File: src/hdl/spp_pkg.sv
// Shared constants, register codes and types of the spread point planner.
package spp_pkg;

   localparam int POS_W          = 20;
   localparam int IDX_W          = 6;
   localparam int CNT_W          = 8;
   localparam int CSR_IDX_W      = 3;
   localparam int MAX_POINTS_DEF = 64;
   localparam int SPACING_FLOOR  = 1000;
   localparam int SPACING_CAP    = 100;

   localparam logic [CSR_IDX_W-1:0] REG_TOP_LIMIT    = 3'd0;
   localparam logic [CSR_IDX_W-1:0] REG_BOTTOM_LIMIT = 3'd1;
   localparam logic [CSR_IDX_W-1:0] REG_BLIND_ZONE   = 3'd2;
   localparam logic [CSR_IDX_W-1:0] REG_POINT_COUNT  = 3'd3;
   localparam logic [CSR_IDX_W-1:0] REG_MIN_SPACING  = 3'd4;
   localparam logic [CSR_IDX_W-1:0] REG_ORDER_UP     = 3'd5;

   typedef logic [POS_W-1:0] height_type;

   typedef struct packed {
      logic       done;
      height_type quotient;
      height_type remainder;
   } div_result_type;

   typedef struct packed {
      logic load;
      logic step;
      logic up;
   } step_ctl_type;

endpackage

File: src/hdl/spp_if.sv
// Request, result and register write channel interfaces of the spread point planner.
interface spp_req_if import spp_pkg::*; ();
   logic       valid;
   logic       ready;
   height_type liquid_level;

   modport source (output valid, output liquid_level, input ready);
   modport sink   (input valid, input liquid_level, output ready);
endinterface

interface spp_rsp_if import spp_pkg::*; ();
   logic             valid;
   logic             ready;
   height_type       position;
   logic [IDX_W-1:0] point_index;
   logic             last;
   logic             status;

   modport source (output valid, output position, output point_index, output last,
                   output status, input ready);
   modport sink   (input valid, input position, input point_index, input last,
                   input status, output ready);
endinterface

interface spp_csr_if import spp_pkg::*; ();
   logic                 valid;
   logic                 ready;
   logic [CSR_IDX_W-1:0] index;
   height_type           data;

   modport source (output valid, output index, output data, input ready);
   modport sink   (input valid, input index, input data, output ready);
endinterface

File: src/hdl/spp_serial_div.sv
// Bit-serial restoring divider, one quotient bit per cycle.
module spp_serial_div import spp_pkg::*; (
   input  logic           clock,
   input  logic           reset,
   input  logic           start,
   input  height_type     dividend,
   input  height_type     divisor,
   output div_result_type result
);

   localparam int CNT_BITS = $clog2(POS_W);

   logic                busy_ff;
   logic                done_ff;
   logic [CNT_BITS-1:0] cnt_ff;
   height_type          rem_ff;
   height_type          quo_ff;
   height_type          dvs_ff;

   logic [POS_W:0] shifted;
   logic [POS_W:0] diff;
   logic           fits;
   height_type     rem_in;
   height_type     quo_in;

   always_comb begin
      shifted = {rem_ff, quo_ff[POS_W-1]};
      diff    = shifted - {1'b0, dvs_ff};
      fits    = shifted >= {1'b0, dvs_ff};
      rem_in  = fits ? diff[POS_W-1:0] : shifted[POS_W-1:0];
      quo_in  = {quo_ff[POS_W-2:0], fits};
   end

   always_ff @(posedge clock) begin
      if (reset) begin
         busy_ff <= 1'b0;
         done_ff <= 1'b0;
         cnt_ff  <= '0;
      end else begin
         done_ff <= 1'b0;
         if (start) begin
            busy_ff <= 1'b1;
            cnt_ff  <= '0;
         end else if (busy_ff) begin
            cnt_ff <= cnt_ff + 1'b1;
            if (cnt_ff == CNT_BITS'(POS_W - 1)) begin
               busy_ff <= 1'b0;
               done_ff <= 1'b1;
            end
         end
      end
   end

   always_ff @(posedge clock) begin
      if (start) begin
         rem_ff <= '0;
         quo_ff <= dividend;
         dvs_ff <= divisor;
      end else if (busy_ff) begin
         rem_ff <= rem_in;
         quo_ff <= quo_in;
      end
   end

   assign result.done      = done_ff;
   assign result.quotient  = quo_ff;
   assign result.remainder = rem_ff;

endmodule

File: src/hdl/spp_point_step.sv
// Stepper that walks the rounded point heights by whole quotient and remainder increments.
module spp_point_step import spp_pkg::*; #(
   parameter int DW = 6
) (
   input  logic          clock,
   input  step_ctl_type  ctl,
   input  height_type    start_pos,
   input  logic [DW-1:0] d,
   input  height_type    qb,
   input  logic [DW-1:0] rb_half,
   output height_type    pos
);

   localparam int RW = DW + 3;

   height_type          pos_ff;
   height_type          qb_ff;
   logic signed [RW-1:0] rem_ff;
   logic [DW:0]         rb_ff;
   logic [DW:0]         two_d_ff;

   logic signed [RW-1:0] sum_up;
   logic signed [RW-1:0] diff_dn;
   logic                 wrap_up;
   logic                 wrap_dn;
   logic signed [RW-1:0] rem_in;
   height_type           pos_in;

   always_comb begin
      sum_up  = rem_ff + $signed({2'b00, rb_ff});
      diff_dn = rem_ff - $signed({2'b00, rb_ff});
      wrap_up = sum_up >= $signed({2'b00, two_d_ff});
      wrap_dn = diff_dn[RW-1];
      if (ctl.up) begin
         rem_in = wrap_up ? sum_up - $signed({2'b00, two_d_ff}) : sum_up;
         pos_in = pos_ff + qb_ff + POS_W'(wrap_up);
      end else begin
         rem_in = wrap_dn ? diff_dn + $signed({2'b00, two_d_ff}) : diff_dn;
         pos_in = pos_ff - qb_ff - POS_W'(wrap_dn);
      end
   end

   always_ff @(posedge clock) begin
      if (ctl.load) begin
         pos_ff   <= start_pos;
         qb_ff    <= qb;
         rem_ff   <= $signed({3'b000, d});
         rb_ff    <= {rb_half, 1'b0};
         two_d_ff <= {d, 1'b0};
      end else if (ctl.step) begin
         pos_ff <= pos_in;
         rem_ff <= rem_in;
      end
   end

   assign pos = pos_ff;

endmodule

File: src/hdl/spread_point_planner.sv
// Top level of the spread point planner: registers, sequencer and result register.
// A request is taken only while the planner is idle. An invalid request or a single point
// plan loads its result into the result register from the check state, once the result
// register is free. A spread plan of n points runs a check state, two bit-serial divisions
// in the shared divider (band by spacing, then band by n-1) with a setup state between
// them, and then one point per cycle while the result register is free; a stalled result
// register holds the sequence back.
module spread_point_planner import spp_pkg::*; #(
   parameter int MAX_POINTS = MAX_POINTS_DEF
) (
   input  logic        clock,
   input  logic        reset,
   spp_req_if.sink     req_chan,
   spp_rsp_if.source   rsp_chan,
   spp_csr_if.sink     csr_chan
);

   localparam int DW = $clog2(MAX_POINTS);
   localparam logic [CNT_W-1:0] MAX_REQ = CNT_W'(MAX_POINTS);

   localparam logic [2:0] ST_IDLE  = 3'd0;
   localparam logic [2:0] ST_CHECK = 3'd1;
   localparam logic [2:0] ST_DIV1  = 3'd2;
   localparam logic [2:0] ST_SETUP = 3'd3;
   localparam logic [2:0] ST_DIV2  = 3'd4;
   localparam logic [2:0] ST_EMIT  = 3'd5;

   height_type       top_ff;
   height_type       bottom_ff;
   height_type       blind_ff;
   logic [CNT_W-1:0] count_ff;
   height_type       spacing_ff;
   logic             order_up_ff;

   logic [2:0]       state_ff;
   logic [2:0]       state_in;
   height_type       level_ff;
   logic [DW-1:0]    d_ff;
   logic [DW-1:0]    d_in;
   logic [DW-1:0]    idx_ff;
   logic [DW-1:0]    idx_in;

   logic             rsp_valid_ff;
   logic             rsp_valid_in;
   height_type       position_ff;
   height_type       position_in;
   logic [IDX_W-1:0] index_ff;
   logic [IDX_W-1:0] index_in;
   logic             last_ff;
   logic             last_in;
   logic             status_ff;
   logic             status_in;

   height_type             floor_h;
   height_type             spacing;
   height_type             edge_h;
   height_type             single_pos;
   logic signed [POS_W+1:0] band_s;
   logic [CNT_W-1:0]       req_c;
   logic [CNT_W-1:0]       fit;
   logic [CNT_W-1:0]       n_calc;
   logic                   invalid;
   logic                   single;
   logic                   out_free;
   logic                   out_load;
   logic                   div_start;
   height_type             div_divisor;
   div_result_type         div_res;
   step_ctl_type           step_ctl;
   height_type             step_pos;

   assign req_chan.ready = (state_ff == ST_IDLE);
   assign csr_chan.ready = 1'b1;

   always_ff @(posedge clock) begin
      if (reset) begin
         top_ff      <= '0;
         bottom_ff   <= '0;
         blind_ff    <= '0;
         count_ff    <= '0;
         spacing_ff  <= POS_W'(SPACING_FLOOR);
         order_up_ff <= 1'b0;
      end else if (csr_chan.valid) begin
         case (csr_chan.index)
            REG_TOP_LIMIT:    top_ff      <= csr_chan.data;
            REG_BOTTOM_LIMIT: bottom_ff   <= csr_chan.data;
            REG_BLIND_ZONE:   blind_ff    <= csr_chan.data;
            REG_POINT_COUNT:  count_ff    <= csr_chan.data[CNT_W-1:0];
            REG_MIN_SPACING:  spacing_ff  <= csr_chan.data;
            REG_ORDER_UP:     order_up_ff <= csr_chan.data[0];
            default: ;
         endcase
      end
   end

   always_comb begin
      floor_h    = (blind_ff > bottom_ff) ? blind_ff : bottom_ff;
      spacing    = (spacing_ff < POS_W'(SPACING_FLOOR)) ? POS_W'(SPACING_FLOOR) : spacing_ff;
      req_c      = (count_ff > MAX_REQ) ? MAX_REQ : count_ff;
      band_s     = $signed({2'b00, level_ff}) - $signed({2'b00, top_ff})
                   - $signed({2'b00, floor_h});
      edge_h     = level_ff - top_ff;
      invalid    = (level_ff == '0) || (count_ff == '0);
      single     = (req_c == CNT_W'(1)) || (level_ff <= spacing)
                   || (band_s < $signed({2'b00, spacing}));
      single_pos = ((level_ff >> 1) < blind_ff) ? blind_ff : (level_ff >> 1);
      if (div_res.quotient >= POS_W'(SPACING_CAP - 1)) begin
         fit = CNT_W'(SPACING_CAP);
      end else begin
         fit = div_res.quotient[CNT_W-1:0] + CNT_W'(1)
               + CNT_W'(div_res.remainder != '0);
      end
      n_calc = (req_c < fit) ? req_c : fit;
   end

   assign out_free = !rsp_valid_ff || rsp_chan.ready;

   always_comb begin
      state_in      = state_ff;
      d_in          = d_ff;
      idx_in        = idx_ff;
      div_start     = 1'b0;
      div_divisor   = spacing;
      step_ctl.load = 1'b0;
      step_ctl.step = 1'b0;
      step_ctl.up   = order_up_ff;
      out_load      = 1'b0;
      position_in   = step_pos;
      index_in      = IDX_W'(idx_ff);
      last_in       = (idx_ff == d_ff);
      status_in     = 1'b0;
      case (state_ff)
         ST_IDLE: begin
            if (req_chan.valid) begin
               state_in = ST_CHECK;
            end
         end
         ST_CHECK: begin
            if (invalid || single) begin
               if (out_free) begin
                  out_load    = 1'b1;
                  position_in = invalid ? '0 : single_pos;
                  index_in    = '0;
                  last_in     = 1'b1;
                  status_in   = invalid;
                  state_in    = ST_IDLE;
               end
            end else begin
               div_start = 1'b1;
               state_in  = ST_DIV1;
            end
         end
         ST_DIV1: begin
            if (div_res.done) begin
               d_in     = DW'(n_calc - CNT_W'(1));
               state_in = ST_SETUP;
            end
         end
         ST_SETUP: begin
            div_start   = 1'b1;
            div_divisor = POS_W'(d_ff);
            state_in    = ST_DIV2;
         end
         ST_DIV2: begin
            if (div_res.done) begin
               step_ctl.load = 1'b1;
               idx_in        = '0;
               state_in      = ST_EMIT;
            end
         end
         ST_EMIT: begin
            if (out_free) begin
               out_load      = 1'b1;
               step_ctl.step = 1'b1;
               idx_in        = idx_ff + 1'b1;
               if (idx_ff == d_ff) begin
                  state_in = ST_IDLE;
               end
            end
         end
         default: begin
            state_in = ST_IDLE;
         end
      endcase
      if (out_load) begin
         rsp_valid_in = 1'b1;
      end else if (rsp_chan.ready) begin
         rsp_valid_in = 1'b0;
      end else begin
         rsp_valid_in = rsp_valid_ff;
      end
   end

   always_ff @(posedge clock) begin
      if (reset) begin
         state_ff     <= ST_IDLE;
         rsp_valid_ff <= 1'b0;
      end else begin
         state_ff     <= state_in;
         rsp_valid_ff <= rsp_valid_in;
      end
   end

   always_ff @(posedge clock) begin
      if (req_chan.valid && req_chan.ready) begin
         level_ff <= req_chan.liquid_level;
      end
      d_ff   <= d_in;
      idx_ff <= idx_in;
      if (out_load) begin
         position_ff <= position_in;
         index_ff    <= index_in;
         last_ff     <= last_in;
         status_ff   <= status_in;
      end
   end

   spp_serial_div u_div (
      .clock    (clock),
      .reset    (reset),
      .start    (div_start),
      .dividend (band_s[POS_W-1:0]),
      .divisor  (div_divisor),
      .result   (div_res)
   );

   spp_point_step #(
      .DW (DW)
   ) u_step (
      .clock     (clock),
      .ctl       (step_ctl),
      .start_pos (order_up_ff ? floor_h : edge_h),
      .d         (d_ff),
      .qb        (div_res.quotient),
      .rb_half   (div_res.remainder[DW-1:0]),
      .pos       (step_pos)
   );

   assign rsp_chan.valid       = rsp_valid_ff;
   assign rsp_chan.position    = position_ff;
   assign rsp_chan.point_index = index_ff;
   assign rsp_chan.last        = last_ff;
   assign rsp_chan.status      = status_ff;

`ifndef ASSERT_OFF
   a_invalid_shape: assert property (@(posedge clock) disable iff (reset)
      rsp_valid_ff && status_ff |-> last_ff && position_ff == '0 && index_ff == '0)
      else $error("Invalid plan result is not a lone zero point.");

   a_index_bound: assert property (@(posedge clock) disable iff (reset)
      state_ff == ST_EMIT |-> idx_ff <= d_ff)
      else $error("Point index ran past the end of the plan.");

   a_div_owner: assert property (@(posedge clock) disable iff (reset)
      div_res.done |-> state_ff == ST_DIV1 || state_ff == ST_DIV2)
      else $error("Divider finished outside a division step.");

   a_accept_check: assert property (@(posedge clock) disable iff (reset)
      req_chan.valid && req_chan.ready |=> state_ff == ST_CHECK)
      else $error("Accepted request was not checked in the next cycle.");
`endif

endmodule

File: src/flat_wrapper.sv
// flat-port wrapper written by rule: the top's interface ports become plain ports
module spread_point_planner_flat import spp_pkg::*;
#(
   parameter int MAX_POINTS = MAX_POINTS_DEF
)
  (clock, reset, req_chan_valid, req_chan_liquid_level, req_chan_ready, rsp_chan_valid, rsp_chan_position, rsp_chan_point_index, rsp_chan_last, rsp_chan_status, rsp_chan_ready, csr_chan_valid, csr_chan_index, csr_chan_data, csr_chan_ready);
  spp_req_if req_chan_i ();
  spp_rsp_if rsp_chan_i ();
  spp_csr_if csr_chan_i ();
  input  logic clock;
  input  logic reset;
  input wire logic [$bits(req_chan_i.valid)-1:0] req_chan_valid;
  input wire logic [$bits(req_chan_i.liquid_level)-1:0] req_chan_liquid_level;
  output wire logic [$bits(req_chan_i.ready)-1:0] req_chan_ready;
  output wire logic [$bits(rsp_chan_i.valid)-1:0] rsp_chan_valid;
  output wire logic [$bits(rsp_chan_i.position)-1:0] rsp_chan_position;
  output wire logic [$bits(rsp_chan_i.point_index)-1:0] rsp_chan_point_index;
  output wire logic [$bits(rsp_chan_i.last)-1:0] rsp_chan_last;
  output wire logic [$bits(rsp_chan_i.status)-1:0] rsp_chan_status;
  input wire logic [$bits(rsp_chan_i.ready)-1:0] rsp_chan_ready;
  input wire logic [$bits(csr_chan_i.valid)-1:0] csr_chan_valid;
  input wire logic [$bits(csr_chan_i.index)-1:0] csr_chan_index;
  input wire logic [$bits(csr_chan_i.data)-1:0] csr_chan_data;
  output wire logic [$bits(csr_chan_i.ready)-1:0] csr_chan_ready;
  assign req_chan_i.valid = req_chan_valid;
  assign req_chan_i.liquid_level = req_chan_liquid_level;
  assign req_chan_ready = req_chan_i.ready;
  assign rsp_chan_valid = rsp_chan_i.valid;
  assign rsp_chan_position = rsp_chan_i.position;
  assign rsp_chan_point_index = rsp_chan_i.point_index;
  assign rsp_chan_last = rsp_chan_i.last;
  assign rsp_chan_status = rsp_chan_i.status;
  assign rsp_chan_i.ready = rsp_chan_ready;
  assign csr_chan_i.valid = csr_chan_valid;
  assign csr_chan_i.index = csr_chan_index;
  assign csr_chan_i.data = csr_chan_data;
  assign csr_chan_ready = csr_chan_i.ready;
  spread_point_planner #(.MAX_POINTS(MAX_POINTS)) u_core (.clock(clock), .reset(reset), .req_chan(req_chan_i), .rsp_chan(rsp_chan_i), .csr_chan(csr_chan_i));
endmodule
File: config.mk
export PLATFORM = sky130hd
export DESIGN_NAME = spread_point_planner_flat
export DESIGN_NICKNAME = d
export VERILOG_FILES = /design/src/hdl/spp_pkg.sv /design/src/hdl/spp_if.sv /design/src/hdl/spp_serial_div.sv /design/src/hdl/spp_point_step.sv /design/src/hdl/spread_point_planner.sv /design/src/flat_wrapper.sv
export SDC_FILE = /design/constraint.sdc
export NUM_CORES = 1
export LEC_CHECK = 0
export BUFFER_PORTS_ARGS = -buffer_cell sky130_fd_sc_hd__buf_2
export CAP_MARGIN = 20
export CORE_MARGIN = 1
export CORE_UTILIZATION = 55
export DETAILED_ROUTE_END_ITERATION = 16
export GPL_ROUTABILITY_DRIVEN = 0
export GPL_TIMING_DRIVEN = 0
export MAX_ROUTING_LAYER = met4
export PLACE_DENSITY = 0.7
export REMOVE_ABC_BUFFERS = 1
export SETUP_SLACK_MARGIN = 0.2
export SYNTH_ARGS = -nofsm -noshare
export SYNTH_HDL_FRONTEND = slang
export SYNTH_SLANG_ARGS = --single-unit
File: constraint.sdc
create_clock -name clock -period 19.8 [get_ports clock]
set_input_delay 0.99 -clock clock [delete_from_list [all_inputs] [get_ports clock]]
set_output_delay 0.99 -clock clock [all_outputs]
set_load 0.05 [all_outputs]
# == Yosys cells after proc, flatten, opt, wreduce, memory -nomap -nowiden ==
# Cells that the tools add are included.
# totals
reg_bits,281
input_bits,48
out_inout_bits,31
word_cells,157
# classes
add_sub_neg,17
magnitude_cmp,10
eq_ne,19
muxes,54
n_bitwise,1
reduce_logical,28
# ops
operator,n
2-to-1 mux 20 bit,14
subtractor 20 bit,3
2-to-1 mux 6 bit,9
2-to-1 mux 9 bit,3
less-than comparator 22 x 21 -> 1 bit,1
subtractor 22 x 21 -> 22 bit,1
>= comparator 21 x 20 -> 1 bit,1
2-to-1 mux 3 bit,7
subtractor 20 x 20 -> 21 bit,1
adder 20 x 1 -> 20 bit,1
adder 20 bit,1
">= comparator 20 x 7 -> 1 bit, second input constant",1
> comparator 20 bit,1
less-or-equal comparator 20 bit,1
zero test 20 bit,1
less-than comparator 19 x 20 -> 1 bit,1
"less-than comparator 20 x 10 -> 1 bit, second input constant",1
nonzero test 20 bit,1
subtractor 20 x 1 -> 20 bit,1
adder 9 x 8 -> 9 bit,2
case mux 3 bit (6 select lines),1
subtractor 9 x 8 -> 9 bit,2
2-to-1 mux 8 bit,2
2-to-1 mux 1 bit,15
31 further kinds,57

# == Logic depth before layout (Yosys ltp) ==
# Gate-level depths: netlist of the first run.
# logic_depth
word_depth,9
depth_mapped,38
ltp_nobuf,35

# == By module ==
# Synthesis of the first run repeated with hierarchy kept, for this count alone.
# unflattened
cells_unflattened,2444
hier_area_um2,21269.1
# by_module_without_submodules
mod,instances,cells_per_inst,area_per_inst_um2,seq_area_each_um2
spread_point_planner,1,1450,11712.5,3663.5
spp_point_step,1,628,5730.5,1801.7
spp_serial_div,1,366,3826.2,1741.7

# == Worst setup path after synthesis of the first run ==
# No wires, ideal clock.
# synth_path
kind,flip-flop to flip-flop
from,reg u_core.bottom_ff[15]
to,reg u_core.last_ff (netlist: u_core.rsp_chan.last) (enable)
setup_time_ns,0.371
arrival_time_ns,6.790
t_required_ns,19.429
path_slack_ns,12.640
path_stages_with_launch,31
path_buffers,3
period_less_slack_ns,7.160
cell_sequence,dfxtp_1 -> inv_1 -> ha_1 -> nand4_1 -> nor4_4 -> nand2_1 -> clkbuf_1 -> nand2_1 -> clkbuf_1 -> nor2_1 -> a21oi_1 -> ha_1 -> a21o_1 -> maj3_1 -> maj3_1 -> or2_2 -> a21o_1 -> a21oi_1 -> xnor2_1 -> ha_1 -> and4_1 -> a2111oi_0 -> o211ai_1 -> a31oi_1 -> a21oi_1 -> o2111a_1 -> o311ai_4 -> a21oi_4 -> nor3_2 -> buf_2 -> or2_2
# synth_between
elab_chain_len,8
# synth_lines
item,line,rtl
"start, declared",spread_point_planner.sv:29,height_type bottom_ff;
"start signal, assigned",spread_point_planner.sv:86,REG_BOTTOM_LIMIT: bottom_ff <= csr_chan.data;
> comparator 20 bit,spread_point_planner.sv:97,floor_h = (blind_ff > bottom_ff) ? blind_ff : bottom_ff;
2-to-1 mux 20 bit *,spread_point_planner.sv:97,
subtractor 22 x 21 -> 22 bit *,spread_point_planner.sv:101,"- $signed({2'b00, floor_h});"
less-than comparator 22 x 21 -> 1 bit *,spread_point_planner.sv:105,"|| (band_s < $signed({2'b00, spacing}));"
logical OR 1 bit *,spread_point_planner.sv:105,
logical OR 1 bit *,spread_point_planner.sv:139,if (invalid || single) begin
2-to-1 mux 1 bit *,spread_point_planner.sv:139,
case mux 1 bit (2 select lines) *,spread_point_planner.sv:132,case (state_ff)
via u_core.out_load,spread_point_planner.sv:65,logic out_load;
"end signal, assigned",spread_point_planner.sv:213,last_ff <= last_in;
"end, declared",spread_point_planner.sv:49,logic last_ff;
# The timed path passes the listed nets; every way through them passes the cells marked *.
# A chain may end at the register's enable or synchronous reset.

# == Final worst setup path of the first run ==
# layout_path
from,reg u_core.bottom_ff[19]
to,reg u_core.position_ff[19] (netlist: u_core.rsp_chan.position[19]) (enable)
# layout_between
elab_chain_len,8
# layout_lines
item,line,rtl
> comparator 20 bit,spread_point_planner.sv:97,
2-to-1 mux 20 bit *,spread_point_planner.sv:97,
subtractor 22 x 21 -> 22 bit *,spread_point_planner.sv:101,
less-than comparator 22 x 21 -> 1 bit *,spread_point_planner.sv:105,
logical OR 1 bit *,spread_point_planner.sv:105,
logical OR 1 bit *,spread_point_planner.sv:139,
2-to-1 mux 1 bit *,spread_point_planner.sv:139,
case mux 1 bit (2 select lines) *,spread_point_planner.sv:132,
via u_core.out_load,spread_point_planner.sv:65,
"end signal, assigned",spread_point_planner.sv:211,position_ff <= position_in;
"end, declared",spread_point_planner.sv:45,height_type position_ff;
# Marks and branches as above.

==> results.py, run 1 <==
metrics = {
    "sta": {
        "fin_crit_ns": 10.39,
        "tightestPinTransition_ns": 1.097,
        "fin_skew_ns": 0.01906,
        "fmax_mhz": 96.23,
        "relSlewSlack_pct": 26.68,
        "rsz0062_at_grt": "false",
        "final.period_utilization_pct": 52.48,
        "setup_tns_ns": 0,
        "fin_hold_ws_ns": 0.4538,
        "fin_ws_ns": 9.408,
        "hold_violations": 0,
        "setup_violations": 0,
        "drv_slew": 0,
    },
    "finish": {
        "mostFrequentLayoutCell": "nand2_1",
        "final_nets": 2611,
        "area_delta_synth_final_pct": 9.767,
        "most-common-layout-cells": "307 x nand2_1, 219 x ha_1, 212 x inv_1",
        "register_area_mm2": 0.007208,
        "fill_cells": 3188,
        "multi_input_area_mm2": 0.01214,
        "n_antenna_cell": 0,
        "fin_area_mm2": 0.02247,
        "drive_gt1_share_pct": 9.796,
    },
    "synth": {
        "synth_top_family_by_area": "compound AO/OA/AOI/OAI gates",
        "synth-adder-area-share_pct": 14.81,
        "synthMuxAreaShare_pct": 5.452,
        "synth_xor_area_share_pct": 5.262,
        "synth_ff_type": "edfxtp_1",
        "synth_compound_area_share_pct": 17.27,
        "postSynthAreaPerCell_um2": 8.963,
        "synth_cells": 2284,
        "synth_warnings": 0,
        "async_flop_share_pct": 0,
        "yosysUniqueCellTypes": 101,
        "synth_seq_area_share_pct": 35.20,
        "synth_enable_flop_cells": 158,
        "mappedNetlistArea_mm2": 0.02047,
        "yosys.area_share.simple_pct": 16.29,
        "synth_seq_cells": 281,
    },
    "global_routing": {
        "grt.overflow.total": 0,
        "grt_max_degree": 98,
        "grt_pass1_vias": 16360,
        "grt_util_all_layers_pct": 29.74,
        "grt_pass1_wl_mm": 87.16,
        "grt_antenna_before_repair": 0,
    },
    "setup_path": {
        "cp_max_fo": 28,
        "ff2ff_setup_slack_ns": 9.41,
        "cp_common_cell": "ha_1",
        "arrival_ns": 10.60,
        "cp-end-kind": "flop",
        "r2r-start": "u_core.bottom_ff[19]",
        "critPathRequiredTime_ns": 20.01,
        "reg2regPathDepth": 33,
        "crit_end": "u_core.rsp_chan.position[19]",
        "reg2reg_to": "u_core.rsp_chan.position[19]",
        "critical_path_class": "reg2reg",
        "max_stage_delay_ns": 0.85,
        "cp-startpoint": "u_core.bottom_ff[19]",
        "startpoint_type": "flop",
        "crit_path_top_delay_cell": "o21ai_0",
    },
    "clocking": {
        "cts_buffers": 30,
        "path_clk_slew_ns": 0.06,
        "clk_path_buf_depth": 3,
        "postCtsResizedCells": 0,
        "cts.hold.buffers_added": 0,
        "clk_latency_ns": 0.59,
        "cts-root-buf": "clkbuf_16",
        "cts_max_level": 1,
        "clock_sinks": 281,
        "cts_setup_buffers": 0,
        "cts_tree": "done",
    },
    "floorplanning": {
        "start_util_pct": 55.92,
        "die_area_mm2": 0.03800,
        "ioPinCount": 79,
        "coreArea_mm2": 0.03661,
        "rows": 70,
        "dieWidth_um": 194.9,
        "die_y_um": 194.9,
    },
    "detailed_routing": {
        "wirelength_mm": 55.68,
        "vias_per_cell": 6.009,
        "postRouteAntennaNets": 0,
        "drcViolationCount": 0,
        "drt_iter0_markers": 1357,
        "vias": 16980,
        "dr.pass1.iters": 7,
        "detail_route.wl_per_cell_um": 19.70,
    },
    "power": {
        "p_leak_nw": 9.172,
        "power.density_mw_per_mm2": 82.31,
        "ir_drop_v": 0.00007310,
        "total_power_mw": 1.850,
    },
    "run": {
        "maxCapViolations": 0,
    },
    "placement": {
        "hpwl_mm": 42.98,
        "place_ws_ns": 9.610,
        "place_area_mm2": 0.02143,
        "io_buffers": 77,
    },
    "hold_path": {
        "min_path_type": "reg2reg",
    },
    "outcome": {
        "status": "complete, no violations",
    },
}
-- routing by layer --
layer / track usage, % / up-vias / share of wire, % / wire [µm]
met2: 47.58 / 562 / 46 / 25470
li1: - / 8198 / - / -
met4: 9.624 / 0 / 3.1 / 1716
met5: - / - / 0 / 0
met1: 39.60 / 8124 / 45 / 25060
met3: 2.915 / 97 / 6.2 / 3436
-- logic make-up after synthesis --
| group | Yosys count |
|---|---|
| AO/OA/AOI/OAI | 540 |
| XOR/XNOR | 123 |
| adder cells (fa/ha/maj) | 238 |
| buffers and inverters | 290 |
| flip-flops | 281 |
| multiplexers | 96 |
| other | 2 |
| AND/OR/NAND/NOR | 714 |
-- cell usage after synthesis, drive strengths merged (16+ instances only) --
library cell	number	area share [%]
a211oi	17	0.65
o211a	16	0.78
nand3	41	1.0
dfxtp	123	12
nand2b	22	0.67
nor2b	23	0.70
o21ai	94	2.4
xnor2	81	3.5
ha	219	13
clkbuf	61	1.1
o211ai	18	0.66
a21o	57	2.1
nand4	21	0.67
nor2	148	2.8
mux2	44	2.6
nor3	43	1.1
and2	19	0.59
xor2	42	1.8
inv	213	3.9
mux2i	47	2.3
nand2	308	5.6
nor4	22	0.78
a21oi	211	5.3
edfxtp	158	23
-- area by class of cell --
type | count | area share (%)
clock buffer | 45 | 4.332
multi-input combinational | 1714 | 54.04
tap | 468 | 2.606
sequential | 281 | 32.08
timing repair buffer | 93 | 3.096
inverter | 214 | 3.575
clock inverter | 11 | 0.2728
-- critical path, delay by kind of cell, from the launching register on --
kind | cells | cell delay, ns
AOI/OAI and AO/OA | 15 | 4.11
xor gates and xnor gates | 1 | 0.18
adders and majority gates | 4 | 1.06
buffers and inverters | 4 | 0.43
DFF | 1 | 0.42
and+or+nand+nor | 9 | 3.74
-- worst min-delay path by stage --
| stage | from | end | slack, ns | cells past startpoint |
|---|---|---|---|---|
| floorplan | u_core.count_ff[6] | u_core.count_ff[6] | 0.43 | 2 |
| global placement | u_core.spacing_ff[12] | u_core.spacing_ff[12] | 0.44 | 2 |
| detailed placement | u_core.top_ff[11] | u_core.top_ff[11] | 0.45 | 2 |
| CTS | u_core.top_ff[11] | u_core.top_ff[11] | 0.46 | 2 |
| global route | u_core.top_ff[6] | u_core.top_ff[6] | 0.47 | 2 |
| finish | u_core.top_ff[11] | u_core.top_ff[11] | 0.45 | 2 |
-- report_power, final --
| part | total (mW) | internal, mW | switching, mW |
|---|---|---|---|
| clock | 0.581 | 0.339 | 0.242 |
| combinational | 0.571 | 0.240 | 0.332 |
| sequential | 0.697 | 0.655 | 0.0424 |
-- sequential cells by signal (all words and copies together) (netlist names), 3 cells and up --
name / flops
u_core.u_div.dvs_ff: 20
u_core.u_step.two_d_ff: 6
u_core.rsp_chan.position: 20
u_core.u_div.rem_ff: 20
u_core.u_step.qb_ff: 20
u_core.idx_ff: 6
u_core.top_ff: 20
u_core.u_step.pos: 20
u_core.u_step.rem_ff: 9
u_core.count_ff: 8
u_core.u_div.quo_ff: 20
u_core.bottom_ff: 20
u_core.level_ff: 20
u_core.blind_ff: 20
u_core.spacing_ff: 20
u_core.rsp_chan.point_index: 6
u_core.d_ff: 6
u_core.state_ff: 3
u_core.u_div.cnt_ff: 5
u_core.u_step.rb_ff: 6
-- stage by stage --
stage / utilization [%] / std cells
2_1_floorplan: - / 2209
3_3_place_gp: 57.60 / 2754
3_5_place_dp: 58.53 / 2769
4_1_cts: 61.36 / 2825
5_1_grt: 61.38 / 2826
6_report: 61.38 / 2826
(Power assumes the default switching activity.)
==> run 2, diff against run 1 <==
Settings changed: PLACE_DENSITY 0.7 to 0.73.
Clock period 19.8 ns to 9.31 ns, I/O delays scaled along.
==> run 2 against run 1 <==
Combinational power increased by 110%. Non-clock buffer count up 9. Clock-buffer cell count shrank 2. Total power up 110%. Utilization grew 0.065 points. Flip-flop and latch count did not move. Die area did not move. Global-route usage grew 0.24 points. Sequential share of layout area about the same. Via count increased by 0.80%. Critical path depth is 1 higher.
==> results.py, run 2 (synthesis gave the netlist of run 1 again) <==
metrics = {
    "outcome": {
        "status": "complete, no violations",
    },
    "detailed_routing": {
        "dr.pass1.iters": 7,
        "detail_route.wl_per_cell_um": 19.55,
        "vias_per_cell": 6.033,
        "postRouteAntennaNets": 0,
        "wirelength_mm": 55.45,
        "vias": 17120,
        "drt_iter0_markers": 1390,
        "drcViolationCount": 0,
    },
    "sta": {
        "fin_crit_ns": 8.627,
        "tightestPinTransition_ns": 1.045,
        "final.period_utilization_pct": 92.67,
        "fin_hold_ws_ns": 0.05590,
        "fin_ws_ns": 0.6826,
        "setup_violations": 0,
        "rsz0062_at_grt": "false",
        "fmax_mhz": 115.9,
        "fin_skew_ns": 0.02158,
        "drv_slew": 0,
        "hold_violations": 0,
        "relSlewSlack_pct": 30.32,
    },
    "finish": {
        "most-common-layout-cells": "305 x nand2_1, 219 x ha_1, 212 x inv_1",
        "n_antenna_cell": 0,
        "drive_gt1_share_pct": 10.09,
        "mostFrequentLayoutCell": "nand2_1",
        "fin_cells": 2837,
        "area_delta_synth_final_pct": 9.883,
        "final_nets": 2622,
        "fin_area_mm2": 0.02250,
        "fill_cells": 3083,
    },
    "floorplanning": {
        "rows": 70,
        "die_area_mm2": 0.03800,
        "coreArea_mm2": 0.03661,
        "dieWidth_um": 194.9,
        "ioPinCount": 79,
        "die_y_um": 194.9,
        "start_util_pct": 55.92,
    },
    "setup_path": {
        "reg2regPathDepth": 34,
        "arrival_ns": 8.83,
        "startpoint_type": "flop",
        "cp-end-kind": "flop",
        "critical_path_class": "reg2reg",
        "cp-startpoint": "u_core.bottom_ff[18]",
        "cp_common_cell": "ha_1",
        "crit_path_top_delay_cell": "a221oi_2",
        "reg2reg_to": "u_core.u_div.quo_ff[2]",
        "cp_max_fo": 28,
        "ff2ff_setup_slack_ns": 0.68,
        "critPathRequiredTime_ns": 9.51,
        "r2r-start": "u_core.bottom_ff[18]",
        "max_stage_delay_ns": 0.60,
    },
    "global_routing": {
        "grt.overflow.total": 0,
        "grt_pass1_wl_mm": 87.93,
        "grt_max_degree": 80,
        "grt_antenna_before_repair": 0,
        "grt_util_all_layers_pct": 29.98,
        "grt_pass1_vias": 16530,
    },
    "clocking": {
        "clock_sinks": 281,
        "cts_buffers": 31,
        "cts_tree": "done",
        "clk_path_buf_depth": 3,
        "cts-root-buf": "clkbuf_16",
        "cts_max_level": 1,
        "path_clk_slew_ns": 0.06,
        "clk_latency_ns": 0.59,
    },
    "placement": {
        "hpwl_mm": 42.46,
        "place_area_mm2": 0.02140,
        "place_ws_ns": -0.7516,
        "io_buffers": 77,
        "dp.cells": 2769,
    },
    "hold_path": {
        "hold_end": "u_core.level_ff[15]",
        "worst_hold_startpoint": "req_chan_liquid_level[15]",
        "min_path_type": "in2reg",
        "min_path_cells": 1,
    },
    "power": {
        "power.density_mw_per_mm2": 173.6,
        "ir_drop_v": 0.0001740,
        "p_leak_nw": 9.190,
    },
    "run": {
        "maxCapViolations": 0,
    },
}
run 2: cell types whose count changed in the layout (fill, tap and decap cells not counted), sizes merged:
cell,previous run,this run
buf,93,102
inv,214,219
clkinv,10,6
bufinv,0,2
clkbuf,45,43
a21oi,211,212
run 2: power breakdown:
| part | switching, mW | total (mW) | internal [mW] |
|---|---|---|---|
| Combinational | 0.709 | 1.22 | 0.509 |
| Clock | 0.516 | 1.20 | 0.687 |
| Sequential | 0.0916 | 1.48 | 1.39 |
run 2: what timing repair did:
action,CTS,global route
buffers inserted,4,4
gates resized for setup,4,3
hold buffers,0,0
setup endpoints to repair,116,104
pin swaps,2,1
gates cloned,1,0
run 2: critical path: cells and delay by family (launching register included):
family          cells  cell delay [ns]
compound gates     17             4.35
xor+xnor            1             0.18
fa+ha+maj           4             1.00
buf+inv             4             0.43
flops               1             0.40
simple gates        8             1.83
run 2: worst max path at each step:
stage | to | cells after the start
after floorplan | u_core.rsp_chan.last | 32
after global placement | u_core.rsp_chan.position[19] | 32
after detailed placement | u_core.rsp_chan.position[19] | 32
after CTS | u_core.u_div.quo_ff[18] | 35
after global routing | u_core.u_div.quo_ff[19] | 34
final | u_core.u_div.quo_ff[2] | 34
run 2: layout make-up:
class                   count  area, µm²  share of cell area [%]
multi-input cells        1715      12170                   54.10
repair buffers            102      753.2                   3.348
clock inverters            14      132.6                  0.5896
well taps                 468      585.6                   2.603
inverters                 214      803.3                   3.571
flip-flops and latches    281       7208                   32.04
clock buffers              43      842.1                   3.743
run 2: routing by layer:
metal / wire (µm) / vias up / global-route usage, % / part of all wire, %
li1: - / 8231 / - / -
met3: 3789 / 136 / 3.575 / 6.8
met5: 0 / - / - / 0
met1: 24240 / 8098 / 39.78 / 44
met2: 25140 / 651 / 46.63 / 45
met4: 2285 / 0 / 11.93 / 4.1
run 2: per-stage QoR:
| step | setup TNS, ns | power (mW) | util [%] |
|---|---|---|---|
| after floorplan | 0 | 2.370 | - |
| after global placement | -145.36 | 2.626 | 57.60 |
| after detailed placement | -43.97 | 2.684 | 58.45 |
| after CTS | 0 | 3.892 | 61.23 |
| after global routing | 0 | 4.096 | 61.45 |
| final | 0 | 3.905 | 61.45 |
==> run 3, diff against run 2 <==
Settings changed: REMOVE_ABC_BUFFERS 1 to not set, TNS_END_PERCENT set to 1.
==> run 3 against run 2 <==
Via count rose by 2.3%. Utilization grew 0.17 points. Fmax fell by 1.5%. Non-clock buffer count increased by 55. First-iteration DRC count rose by 32%. Routed wire length up 8.5%. Largest cell class unchanged. Critical endpoint is now u_core.rsp_chan.position[5]. Global-route usage increased by 2.3 points. Flip-flop and latch count unchanged. Highest routed layer unchanged. Worst hold slack better by 0.0077 ns.
==> results.py, run 3 (synthesis gave the netlist of run 1 again) <==
metrics = {
    "clocking": {
        "cts.hold.buffers_added": 0,
        "clk_latency_ns": 0.57,
        "cts_buffers": 30,
        "clock_sinks": 281,
        "cts-root-buf": "clkbuf_16",
        "cts_tree": "done",
        "clk_path_buf_depth": 3,
        "cts_max_level": 1,
        "postCtsResizedCells": 0,
        "path_clk_slew_ns": 0.07,
        "cts_setup_buffers": 0,
    },
    "floorplanning": {
        "rows": 70,
        "coreArea_mm2": 0.03661,
        "start_util_pct": 55.92,
        "die_area_mm2": 0.03800,
        "dieWidth_um": 194.9,
        "die_y_um": 194.9,
        "ioPinCount": 79,
    },
    "sta": {
        "fmax_mhz": 114.1,
        "fin_crit_ns": 8.761,
        "final.period_utilization_pct": 94.11,
        "fin_skew_ns": 0.01675,
        "rsz0062_at_grt": "false",
        "drv_slew": 0,
        "setup_tns_ns": 0,
        "hold_violations": 0,
        "tightestPinTransition_ns": 0.8759,
        "setup_violations": 0,
        "fin_hold_ws_ns": 0.06358,
        "relSlewSlack_pct": 41.16,
    },
    "global_routing": {
        "grt_pass1_wl_mm": 92.64,
        "grt_antenna_before_repair": 0,
        "grt.overflow.total": 0,
        "grt_max_degree": 37,
        "grt_pass1_vias": 16710,
        "grt_util_all_layers_pct": 32.30,
    },
    "hold_path": {
        "worst_hold_startpoint": "req_chan_liquid_level[1]",
        "hold_end": "u_core.level_ff[1]",
        "min_path_type": "in2reg",
        "min_path_cells": 1,
    },
    "detailed_routing": {
        "vias": 17510,
        "vias_per_cell": 6.058,
        "dr.pass1.iters": 5,
        "drt_iter0_markers": 1830,
        "drcViolationCount": 0,
        "wirelength_mm": 60.17,
        "postRouteAntennaNets": 0,
        "detail_route.wl_per_cell_um": 20.81,
    },
    "setup_path": {
        "critPathBufInv": 3,
        "arrival_ns": 8.97,
        "reg2regPathDepth": 30,
        "max_stage_delay_ns": 0.54,
        "cp-startpoint": "u_core.bottom_ff[18]",
        "cp_max_fo": 28,
        "critical_path_class": "reg2reg",
        "critPathRequiredTime_ns": 9.52,
        "r2r-start": "u_core.bottom_ff[18]",
        "ff2ff_setup_slack_ns": 0.55,
        "startpoint_type": "flop",
        "path_delay_family": "compound AO/OA/AOI/OAI gates",
        "crit_path_top_delay_cell": "a221oi_2",
        "cp-end-kind": "flop",
        "reg2reg_to": "u_core.rsp_chan.position[5]",
    },
    "finish": {
        "area_delta_synth_final_pct": 10.18,
        "final_nets": 2676,
        "drive_gt1_share_pct": 9.038,
        "n_antenna_cell": 0,
        "most-common-layout-cells": "306 x nand2_1, 219 x ha_1, 212 x inv_1",
        "fin_area_mm2": 0.02256,
        "fin_util_pct": 61.61,
        "mostFrequentLayoutCell": "nand2_1",
    },
    "placement": {
        "place_area_mm2": 0.02149,
        "io_buffers": 77,
        "hpwl_mm": 47.87,
    },
    "power": {
        "p_leak_nw": 9.163,
        "ir_drop_v": 0.0001542,
        "power.density_mw_per_mm2": 176.2,
        "total_power_mw": 3.975,
    },
    "run": {
        "maxCapViolations": 0,
    },
    "outcome": {
        "status": "complete, no violations",
    },
}
[run 3: changes by cell type in the layout (fill, tap and decap cells not counted), sizes merged]
| cell | previous run | this run |
|---|---|---|
| bufinv | 2 | 4 |
| clkbuf | 43 | 102 |
| inv | 219 | 214 |
| a21oi | 212 | 211 |
| clkinv | 6 | 10 |
| buf | 102 | 95 |
| clkinvlp | 1 | 3 |
[run 3: final cells by class]
type | instances | area (µm²)
fillers | 3105 | 14050
flip-flops and latches | 281 | 7207
inverters | 214 | 807.0
repair inverters | 1 | 7.507
clock inverters | 16 | 187.7
plain buffers | 76 | 361.6
clock buffers | 40 | 819.5
multi-input cells | 1714 | 12130
repair buffers | 81 | 451.7
well taps | 468 | 585.6
[run 3: metrics by stage]
step                worst slack (ns)  std cells
floorplan                      2.150       2285
global placement              0.3604       2830
detailed placement            0.2162       2833
CTS                           0.2123       2889
global route                  0.2209       2891
finish                        0.5487       2891
[run 3: routing by layer]
metal	up-vias	global-route usage, %	share of wire (%)
li1	8333	-	-
met1	8294	43.81	43
met2	761	49.89	45
met3	126	4.321	8.9
met4	0	10.38	3.4
met5	-	-	0
[run 3: worst max path at each step]
stage,endpoint,slack (ns),depth (start not counted)
4_1_cts,u_core.u_div.quo_ff[7],0.21,30
6_report,u_core.rsp_chan.position[5],0.55,30
3_3_place_gp,u_core.u_div.quo_ff[4],0.36,30
5_1_grt,u_core.rsp_chan.position[0],0.22,33
2_1_floorplan,u_core.rsp_chan.last,2.15,30
3_5_place_dp,u_core.u_div.quo_ff[7],0.22,30
[run 3: report_power, final]
group	leakage, nW	switching [mW]	total [mW]	internal, mW
registers	2.45	0.0964	1.49	1.39
clock network	0.488	0.511	1.24	0.728
logic	6.23	0.743	1.25	0.503
